**src/rtl/rfc_pkg.sv**
```systemverilog
package rfc_pkg;

  localparam int unsigned ByteW    = 8;
  localparam int unsigned CrcW     = 16;
  localparam int unsigned CfgIdxW  = 1;
  localparam int unsigned CfgDataW = 16;

  // Configuration register indexes
  localparam logic [CfgIdxW-1:0] CfgIdxSeed = 1'b0;
  localparam logic [CfgIdxW-1:0] CfgIdxPoly = 1'b1;

  localparam logic [CrcW-1:0] CrcSeedRst = 16'hFFFF;
  localparam logic [CrcW-1:0] CrcPolyRst = 16'h8408;
  localparam logic [CrcW-1:0] CrcLsbMask = 16'h0001;

  // Shortest frame that carries a header and a CRC
  localparam logic [ByteW-1:0] MinFrameLen = 8'd5;

  localparam logic KindPayload  = 1'b0;
  localparam logic KindFrameEnd = 1'b1;

  localparam logic [1:0] CodeOk     = 2'd0;
  localparam logic [1:0] CodeShort  = 2'd1;
  localparam logic [1:0] CodeCrcErr = 2'd2;

  typedef struct packed {
    logic [CrcW-1:0] seed;
    logic [CrcW-1:0] poly;
  } rfc_cfg_t;

  typedef struct packed {
    logic             result_kind;
    logic [ByteW-1:0] payload_byte;
    logic [ByteW-1:0] reader_address;
    logic [ByteW-1:0] response_command;
    logic [ByteW-1:0] reader_status;
    logic [1:0]       frame_code;
  } rfc_result_t;

endpackage

```
**src/rtl/rfc_if.sv**
```systemverilog
interface rfc_byte_if;
  logic                     valid;
  logic                     ready;
  logic [rfc_pkg::ByteW-1:0] rx_byte;

  modport source (output valid, output rx_byte, input ready);
  modport sink (input valid, input rx_byte, output ready);
endinterface

interface rfc_result_if;
  logic                      valid;
  logic                      ready;
  logic                      result_kind;
  logic [rfc_pkg::ByteW-1:0] payload_byte;
  logic [rfc_pkg::ByteW-1:0] reader_address;
  logic [rfc_pkg::ByteW-1:0] response_command;
  logic [rfc_pkg::ByteW-1:0] reader_status;
  logic [1:0]                frame_code;

  modport source (
    output valid, output result_kind, output payload_byte, output reader_address,
    output response_command, output reader_status, output frame_code, input ready
  );
  modport sink (
    input valid, input result_kind, input payload_byte, input reader_address,
    input response_command, input reader_status, input frame_code, output ready
  );
endinterface

```
**src/rtl/response_frame_checker_crc16.sv**
```systemverilog
// Response frame checker with reflected CRC-16.
//
// rx carries received serial bytes, one request per byte. The first byte of
// a frame is a count of the bytes that follow: address, command, status,
// payload, then CRC low and high. res carries one request per payload byte
// (result_kind 0) and one frame-end request on the last byte of each frame
// (result_kind 1) with frame_code ok, too short or CRC mismatch. Other bytes
// (length, header, CRC low, short-frame body) are absorbed silently.
// The cfg port writes the CRC seed (index 0) and polynomial (index 1); write
// only while no frame byte is in flight.
//
// Path: a byte taken on rx is held in the input register, and its result
// is offered on res from the result register, where it holds until res is
// ready. Throughput: one byte per cycle, set by the combinational
// byte-wide CRC fold and phase update, unless a result-bearing byte waits.
// Reset clears both registers' valid flags, the frame state and the
// configuration to seed 0xFFFF, polynomial 0x8408. When res stalls, the
// result register holds; the input register still drains bytes that give
// no result, and rx.ready drops only once a result-bearing byte waits.
module response_frame_checker_crc16 (
  input  logic                          clk_i,
  input  logic                          rst_ni,
  rfc_byte_if.sink                      rx,
  rfc_result_if.source                  res,
  input  logic                          cfg_we_i,
  input  logic [rfc_pkg::CfgIdxW-1:0]   cfg_index_i,
  input  logic [rfc_pkg::CfgDataW-1:0]  cfg_wdata_i
);

  rfc_pkg::rfc_cfg_t    cfg;
  rfc_pkg::rfc_result_t step_result;
  logic                 step_has_result;

  // Input register
  logic                      in_valid_q;
  logic [rfc_pkg::ByteW-1:0] in_byte_q;
  // Result register
  logic                      out_valid_q;
  rfc_pkg::rfc_result_t      out_q;

  logic in_fire, step_fire;

  // Advance the input register unless its byte needs a result slot that
  // is still taken
  assign step_fire = in_valid_q && (!out_valid_q || res.ready || !step_has_result);
  assign rx.ready  = !in_valid_q || step_fire;
  assign in_fire   = rx.valid && rx.ready;

  rfc_cfg_regs u_cfg_regs (
    .clk_i       (clk_i),
    .rst_ni      (rst_ni),
    .cfg_we_i    (cfg_we_i),
    .cfg_index_i (cfg_index_i),
    .cfg_wdata_i (cfg_wdata_i),
    .cfg_o       (cfg)
  );

  rfc_frame_fsm u_frame_fsm (
    .clk_i        (clk_i),
    .rst_ni       (rst_ni),
    .step_i       (step_fire),
    .byte_i       (in_byte_q),
    .cfg_i        (cfg),
    .has_result_o (step_has_result),
    .result_o     (step_result)
  );

  always_ff @(posedge clk_i or negedge rst_ni) begin
    if (!rst_ni) begin
      in_valid_q <= 1'b0;
    end else if (in_fire) begin
      in_valid_q <= 1'b1;
    end else if (step_fire) begin
      in_valid_q <= 1'b0;
    end
  end

  always_ff @(posedge clk_i) begin
    if (in_fire) begin
      in_byte_q <= rx.rx_byte;
    end
  end

  always_ff @(posedge clk_i or negedge rst_ni) begin
    if (!rst_ni) begin
      out_valid_q <= 1'b0;
    end else if (step_fire && step_has_result) begin
      out_valid_q <= 1'b1;
    end else if (res.ready) begin
      out_valid_q <= 1'b0;
    end
  end

  always_ff @(posedge clk_i) begin
    if (step_fire && step_has_result) begin
      out_q <= step_result;
    end
  end

  assign res.valid            = out_valid_q;
  assign res.result_kind      = out_q.result_kind;
  assign res.payload_byte     = out_q.payload_byte;
  assign res.reader_address   = out_q.reader_address;
  assign res.response_command = out_q.response_command;
  assign res.reader_status    = out_q.reader_status;
  assign res.frame_code       = out_q.frame_code;

endmodule

```
**src/rtl/rfc_cfg_regs.sv**
```systemverilog
module rfc_cfg_regs (
  input  logic                           clk_i,
  input  logic                           rst_ni,
  input  logic                           cfg_we_i,
  input  logic [rfc_pkg::CfgIdxW-1:0]    cfg_index_i,
  input  logic [rfc_pkg::CfgDataW-1:0]   cfg_wdata_i,
  output rfc_pkg::rfc_cfg_t              cfg_o
);

  rfc_pkg::rfc_cfg_t cfg_q, cfg_d;

  always_comb begin
    cfg_d = cfg_q;
    if (cfg_we_i) begin
      case (cfg_index_i)
        rfc_pkg::CfgIdxSeed: cfg_d.seed = cfg_wdata_i[rfc_pkg::CrcW-1:0];
        rfc_pkg::CfgIdxPoly: cfg_d.poly = cfg_wdata_i[rfc_pkg::CrcW-1:0];
        default: cfg_d = cfg_q;
      endcase
    end
  end

  always_ff @(posedge clk_i or negedge rst_ni) begin
    if (!rst_ni) begin
      cfg_q.seed <= rfc_pkg::CrcSeedRst;
      cfg_q.poly <= rfc_pkg::CrcPolyRst;
    end else begin
      cfg_q <= cfg_d;
    end
  end

  assign cfg_o = cfg_q;

endmodule

```
**src/rtl/rfc_crc8.sv**
```systemverilog
module rfc_crc8 (
  input  logic [rfc_pkg::CrcW-1:0]  crc_i,
  input  logic [rfc_pkg::ByteW-1:0] data_i,
  input  logic [rfc_pkg::CrcW-1:0]  poly_i,
  output logic [rfc_pkg::CrcW-1:0]  crc_o
);

  logic [rfc_pkg::CrcW-1:0] c;

  // Fold one byte, LSB first, as eight shift steps
  always_comb begin
    c = crc_i ^ {{(rfc_pkg::CrcW-rfc_pkg::ByteW){1'b0}}, data_i};
    for (int k = 0; k < rfc_pkg::ByteW; k++) begin
      if ((c & rfc_pkg::CrcLsbMask) != '0) begin
        c = (c >> 1) ^ poly_i;
      end else begin
        c = c >> 1;
      end
    end
    crc_o = c;
  end

endmodule

```
**src/rtl/rfc_frame_fsm.sv**
```systemverilog
module rfc_frame_fsm (
  input  logic                        clk_i,
  input  logic                        rst_ni,
  input  logic                        step_i,
  input  logic [rfc_pkg::ByteW-1:0]   byte_i,
  input  rfc_pkg::rfc_cfg_t           cfg_i,
  output logic                        has_result_o,
  output rfc_pkg::rfc_result_t        result_o
);

  localparam logic [2:0] PhLen  = 3'd0;
  localparam logic [2:0] PhAddr = 3'd1;
  localparam logic [2:0] PhCmd  = 3'd2;
  localparam logic [2:0] PhStat = 3'd3;
  localparam logic [2:0] PhData = 3'd4;
  localparam logic [2:0] PhCrcl = 3'd5;
  localparam logic [2:0] PhCrch = 3'd6;
  localparam logic [2:0] PhSkip = 3'd7;

  logic [2:0]                phase_q, phase_d;
  logic [rfc_pkg::ByteW-1:0] remain_q, remain_d;
  logic [rfc_pkg::CrcW-1:0]  crc_q, crc_d;
  logic [rfc_pkg::ByteW-1:0] addr_q, addr_d;
  logic [rfc_pkg::ByteW-1:0] cmd_q, cmd_d;
  logic [rfc_pkg::ByteW-1:0] stat_q, stat_d;
  logic [rfc_pkg::ByteW-1:0] crcl_q, crcl_d;

  logic [rfc_pkg::CrcW-1:0]  crc_in, crc_fold;
  logic [rfc_pkg::ByteW-1:0] remain_dec;
  logic [rfc_pkg::ByteW-1:0] body_byte;

  assign crc_in     = (phase_q == PhLen) ? cfg_i.seed : crc_q;
  assign remain_dec = remain_q - 8'd1;

  rfc_crc8 u_crc8 (
    .crc_i  (crc_in),
    .data_i (byte_i),
    .poly_i (cfg_i.poly),
    .crc_o  (crc_fold)
  );

  always_comb begin
    phase_d      = phase_q;
    remain_d     = remain_q;
    crc_d        = crc_q;
    addr_d       = addr_q;
    cmd_d        = cmd_q;
    stat_d       = stat_q;
    crcl_d       = crcl_q;
    has_result_o = 1'b0;
    body_byte    = '0;
    result_o.result_kind = rfc_pkg::KindFrameEnd;
    result_o.frame_code  = rfc_pkg::CodeOk;

    case (phase_q)
      PhLen: begin
        addr_d   = '0;
        cmd_d    = '0;
        stat_d   = '0;
        crcl_d   = '0;
        remain_d = byte_i;
        crc_d    = crc_fold;
        if (byte_i == '0) begin
          phase_d             = PhLen;
          has_result_o        = 1'b1;
          result_o.frame_code = rfc_pkg::CodeShort;
        end else if (byte_i < rfc_pkg::MinFrameLen) begin
          phase_d = PhSkip;
        end else begin
          phase_d = PhAddr;
        end
      end
      PhSkip: begin
        remain_d = remain_dec;
        if (remain_dec == '0) begin
          phase_d             = PhLen;
          has_result_o        = 1'b1;
          result_o.frame_code = rfc_pkg::CodeShort;
        end
      end
      PhAddr: begin
        addr_d   = byte_i;
        crc_d    = crc_fold;
        remain_d = remain_dec;
        phase_d  = PhCmd;
      end
      PhCmd: begin
        cmd_d    = byte_i;
        crc_d    = crc_fold;
        remain_d = remain_dec;
        phase_d  = PhStat;
      end
      PhStat: begin
        stat_d   = byte_i;
        crc_d    = crc_fold;
        remain_d = remain_dec;
        phase_d  = (remain_dec == 8'd2) ? PhCrcl : PhData;
      end
      PhData: begin
        crc_d        = crc_fold;
        remain_d     = remain_dec;
        phase_d      = (remain_dec == 8'd2) ? PhCrcl : PhData;
        has_result_o = 1'b1;
        body_byte    = byte_i;
        result_o.result_kind = rfc_pkg::KindPayload;
      end
      PhCrcl: begin
        crcl_d   = byte_i;
        remain_d = remain_dec;
        phase_d  = PhCrch;
      end
      default: begin
        // CRC high byte closes the frame
        remain_d     = '0;
        phase_d      = PhLen;
        has_result_o = 1'b1;
        result_o.frame_code = ({byte_i, crcl_q} == crc_q) ? rfc_pkg::CodeOk
                                                          : rfc_pkg::CodeCrcErr;
      end
    endcase

    result_o.payload_byte     = body_byte;
    result_o.reader_address   = addr_d;
    result_o.response_command = cmd_d;
    result_o.reader_status    = stat_d;
  end

  always_ff @(posedge clk_i or negedge rst_ni) begin
    if (!rst_ni) begin
      phase_q  <= PhLen;
      remain_q <= '0;
      crc_q    <= rfc_pkg::CrcSeedRst;
      addr_q   <= '0;
      cmd_q    <= '0;
      stat_q   <= '0;
      crcl_q   <= '0;
    end else if (step_i) begin
      phase_q  <= phase_d;
      remain_q <= remain_d;
      crc_q    <= crc_d;
      addr_q   <= addr_d;
      cmd_q    <= cmd_d;
      stat_q   <= stat_d;
      crcl_q   <= crcl_d;
    end
  end

endmodule

```
**src/flat_wrapper.sv**
```systemverilog
// flat-port wrapper written by rule: the top's interface ports become plain ports
module response_frame_checker_crc16_flat 
  (clk_i, rst_ni, cfg_we_i, cfg_index_i, cfg_wdata_i, rx_valid, rx_rx_byte, rx_ready, res_valid, res_result_kind, res_payload_byte, res_reader_address, res_response_command, res_reader_status, res_frame_code, res_ready);
  rfc_byte_if rx_i ();
  rfc_result_if res_i ();
  input  logic clk_i;
  input  logic rst_ni;
  input  logic cfg_we_i;
  input  logic [rfc_pkg::CfgIdxW-1:0] cfg_index_i;
  input  logic [rfc_pkg::CfgDataW-1:0] cfg_wdata_i;
  input wire logic [$bits(rx_i.valid)-1:0] rx_valid;
  input wire logic [$bits(rx_i.rx_byte)-1:0] rx_rx_byte;
  output wire logic [$bits(rx_i.ready)-1:0] rx_ready;
  output wire logic [$bits(res_i.valid)-1:0] res_valid;
  output wire logic [$bits(res_i.result_kind)-1:0] res_result_kind;
  output wire logic [$bits(res_i.payload_byte)-1:0] res_payload_byte;
  output wire logic [$bits(res_i.reader_address)-1:0] res_reader_address;
  output wire logic [$bits(res_i.response_command)-1:0] res_response_command;
  output wire logic [$bits(res_i.reader_status)-1:0] res_reader_status;
  output wire logic [$bits(res_i.frame_code)-1:0] res_frame_code;
  input wire logic [$bits(res_i.ready)-1:0] res_ready;
  assign rx_i.valid = rx_valid;
  assign rx_i.rx_byte = rx_rx_byte;
  assign rx_ready = rx_i.ready;
  assign res_valid = res_i.valid;
  assign res_result_kind = res_i.result_kind;
  assign res_payload_byte = res_i.payload_byte;
  assign res_reader_address = res_i.reader_address;
  assign res_response_command = res_i.response_command;
  assign res_reader_status = res_i.reader_status;
  assign res_frame_code = res_i.frame_code;
  assign res_i.ready = res_ready;
  response_frame_checker_crc16 u_core (.clk_i(clk_i), .rst_ni(rst_ni), .rx(rx_i), .res(res_i), .cfg_we_i(cfg_we_i), .cfg_index_i(cfg_index_i), .cfg_wdata_i(cfg_wdata_i));
endmodule
```
**config.mk**
```make
export PLATFORM = sky130hd
export DESIGN_NAME = response_frame_checker_crc16_flat
export DESIGN_NICKNAME = d
export VERILOG_FILES = /design/src/rtl/rfc_pkg.sv /design/src/rtl/rfc_if.sv /design/src/rtl/response_frame_checker_crc16.sv /design/src/rtl/rfc_cfg_regs.sv /design/src/rtl/rfc_crc8.sv /design/src/rtl/rfc_frame_fsm.sv /design/src/flat_wrapper.sv
export SDC_FILE = /design/constraint.sdc
export NUM_CORES = 1
export LEC_CHECK = 0
export ABC_AREA = 1
export BUFFER_PORTS_ARGS = -buffer_cell sky130_fd_sc_hd__buf_2
export CORE_MARGIN = 2
export CORE_UTILIZATION = 60
export CTS_BUF_LIST = sky130_fd_sc_hd__clkbuf_8
export DETAILED_ROUTE_END_ITERATION = 7
export PLACE_DENSITY = 0.78
export SKIP_LAST_GASP = 1
export SLEW_MARGIN = 20
export SYNTH_ARGS = -nofsm -noshare
export SYNTH_HDL_FRONTEND = slang
export SYNTH_HIERARCHICAL = 1
export SYNTH_SLANG_ARGS = --single-unit
```
**constraint.sdc**
```tcl
create_clock -name clk_i -period 3.95 [get_ports clk_i]
set_input_delay 0.1975 -clock clk_i [delete_from_list [all_inputs] [get_ports clk_i]]
set_output_delay 0.1975 -clock clk_i [all_outputs]
set_load 0.03 [all_outputs]
```
==> metrics.cfg <==
[sta]
fin_crit_ns=3.81
slew_headroom_pct=36.9
finalCritPeriodShare_pct=96.5
fin_setup_tns_ns=0
postLayoutSetupSlackWorst_ns=0.139
timing.fmax_ghz=0.262
fin_skew_ns=0.0163
tightest_slew_ns=0.946
slew_violations=0
hold_viol=0
setup_violations=0

[finish]
layout-drive-gt1-share_pct=19.5
antenna_cells=0
stdcell_count=1491
syn2layout_area_growth_pct=16.9
fin_nets=1329

[cts]
insertion_delay_ns=0.45
cts.path.max_buffers=2
cts_sinks=136
cts_tree=built
numCtsBuffers=17
root_buffer=clkbuf_8
htreeDepth=4
clk_pin_slew_ns=0.09

[global_routing]
grt_max_degree=73
grt_pass1_wl_um=38200
antenna_found_initial=0
grt_overflow_total=0
grt_pass1_vias=7381
grt_usage_pct=30.4

[routing]
vias_per_cell=5.71
dr.pass1.iters=6
first_iter_violations=1099
post_drt_wl_per_cell_um=16.6
wirelength_um=24700
antenna_left=0
routed-via-count=8507
route.detailed.drc=0

[placement]
post-place-ws_ns=0.174
portBuffers=66
dp_hpwl_um=16200
dpl.cell_count=1412
routabilityCongestion=0.948

[critical_path]
cp-end-kind=flop
crit_fanout=14
cp_slowest_stage_delay_ns=0.41
critPathSlowestCell=dfrtp_1
worstPathArrival_ns=4.20
required_ns=4.34
crit_path_start_kind=flop
cpMostUsedCell=nand2_1
crit_type=reg2reg

[yosys]
synthCells=1192
synth.most_common_cell=nand2_1
ys_types=43
synth_edf_count=43
syn_nets=1227
ys.flop_type=dfrtp_1
synth.area.top_cells=nand2_1 18%, dfrtp_1 16%, edfxtp_1 15%
yosysSeqAreaShare_pct=41.2
ys_warn_count=6
synth_area_um2=8880
ys_ff_latch=136
synth_top_area_share_pct=18.4
yosysTopAreaCell=nand2_1
async_flop_share_pct=68.4
avgSynthCellArea_um2=7.45
synthTopCellsByCount=436 x nand2_1, 147 x nand3_1, 130 x inv_1, 58 x dfrtp_1, 54 x nor2_1

[floorplan]
io_pins=67
rows=44
die_w_um=126
start_util_pct=61.3
dieHeight_um=126
die_area_um2=15800
core_um2=14500

[min_path]
min_path_type=in2reg

[job]
cap_violations=0

[status]
status=completed

[worst paths after layout]
kind	from	to	slack, ns	depth (start not counted)
min reg2reg	u_core/u_cfg_regs/cfg_o[31]	u_core/u_cfg_regs/cfg_o[31]	0.46	2
min in group asynchronous	rst_ni	u_core/u_frame_fsm/stat_q[2]	0.43	2
max in group asynchronous	rst_ni	u_core/u_frame_fsm/crc_q[10]	2.59	3
max reg2reg	u_core/u_frame_fsm/phase_q[0]	u_core/u_frame_fsm/crc_q[2]	0.14	30
max	u_core/u_frame_fsm/phase_q[0]	u_core/u_frame_fsm/crc_q[2]	0.14	30
min	res_ready	u_core/res.valid	0.04	4
[layout by cell type (no fill, tap or decap), types with 6 or more instances in the layout]
master and count:
o22ai_1 20, xor2_1 27, edfxtp_1 43, o21ai_1 9, inv_2 8, dfstp_2 35, clkbuf_8 19, buf_2 65
inv_1 128, nand3_1 142, dlygate4sd3_1 26, nand2_2 17, nand2_1 427, a21oi_1 6, nand4_1 10, nor2_1 52
dfrtp_1 58, o221ai_1 7, buf_4 37, xnor2_1 43, mux2_2 15, nand2_4 12, o21ai_0 35
[per-layer routing]
metal	routed length, µm	track usage, %	share of wire (%)
met1	10000	41.9	41
met3	2240	5.61	9.1
met4	820	12.6	3.3
met5	0	0	0
met2	11600	47.8	47
[final cells by class]
type                       count  area [µm²]
timing repair buffer         137        1030
inverter                     138         528
fill                        1112        4090
multi-input combinational    864        4480
clock inverter                13         199
clock buffer                  19         262
sequential                   136        3660
tap                          184         230
[cell families (layout without fill, tap and decap cells)]
family                   Yosys count  after routing  share of synthesized area [%]
AND/OR/NAND/NOR                  680            682                           32.9
buffers and inverters            194            307                           9.86
flip-flops                       136            136                           41.2
AO/OA/AOI/OAI                     89             89                           6.06
XOR/XNOR                          72             72                           7.18
multiplexers                      16             16                           2.03
adder cells (fa/ha/maj)            5              5                          0.704
[sequential cells by signal, indices dropped and copies added (netlist names), 8 cells and up]
register,flops
u_core/u_frame_fsm/crcl_q,8
u_core/res.payload_byte,8
u_core/u_frame_fsm/cmd_q,8
u_core/u_frame_fsm/remain_q,8
u_core/u_frame_fsm/stat_q,8
u_core/res.reader_status,8
u_core/u_frame_fsm/crc_q,16
u_core/res.reader_address,8
u_core/res.response_command,8
u_core/u_cfg_regs/cfg_o,32
u_core/u_frame_fsm/addr_q,8
u_core/in_byte_q,8
[worst max-delay path, delay by kind of cell, from the launching register on]
kind	cells	cell delay (ns)
AOI/OAI and AO/OA	1	0.17
xor gates and xnor gates	2	0.45
buffers and inverters	8	0.83
DFF	1	0.41
and+or+nand+nor	18	1.62
muxes	1	0.25
[through the flow]
| stage | cell area [µm²] | hold WS, ns | util, % |
|---|---|---|---|
| floorplan | 8880 | -0.0981 | - |
| global placement | 9310 | 0.379 | 64.3 |
| detailed placement | 9310 | 0.379 | 64.3 |
| CTS | 10000 | 0.00797 | 69.3 |
| global route | 10400 | 0.0543 | 71.7 |
| finish | 10400 | 0.0449 | 71.7 |
[repair_timing]
action,4_1_cts,5_1_grt
hold endpoints to repair,84,0
hold buffers,26,0
endpoints found under the setup margin,0,16
setup buffers,0,16
resized for setup,0,34
Power is left out: the tool's default activity adds up to more than one toggle a clock period on the data nets, which glitch-free logic cannot reach.
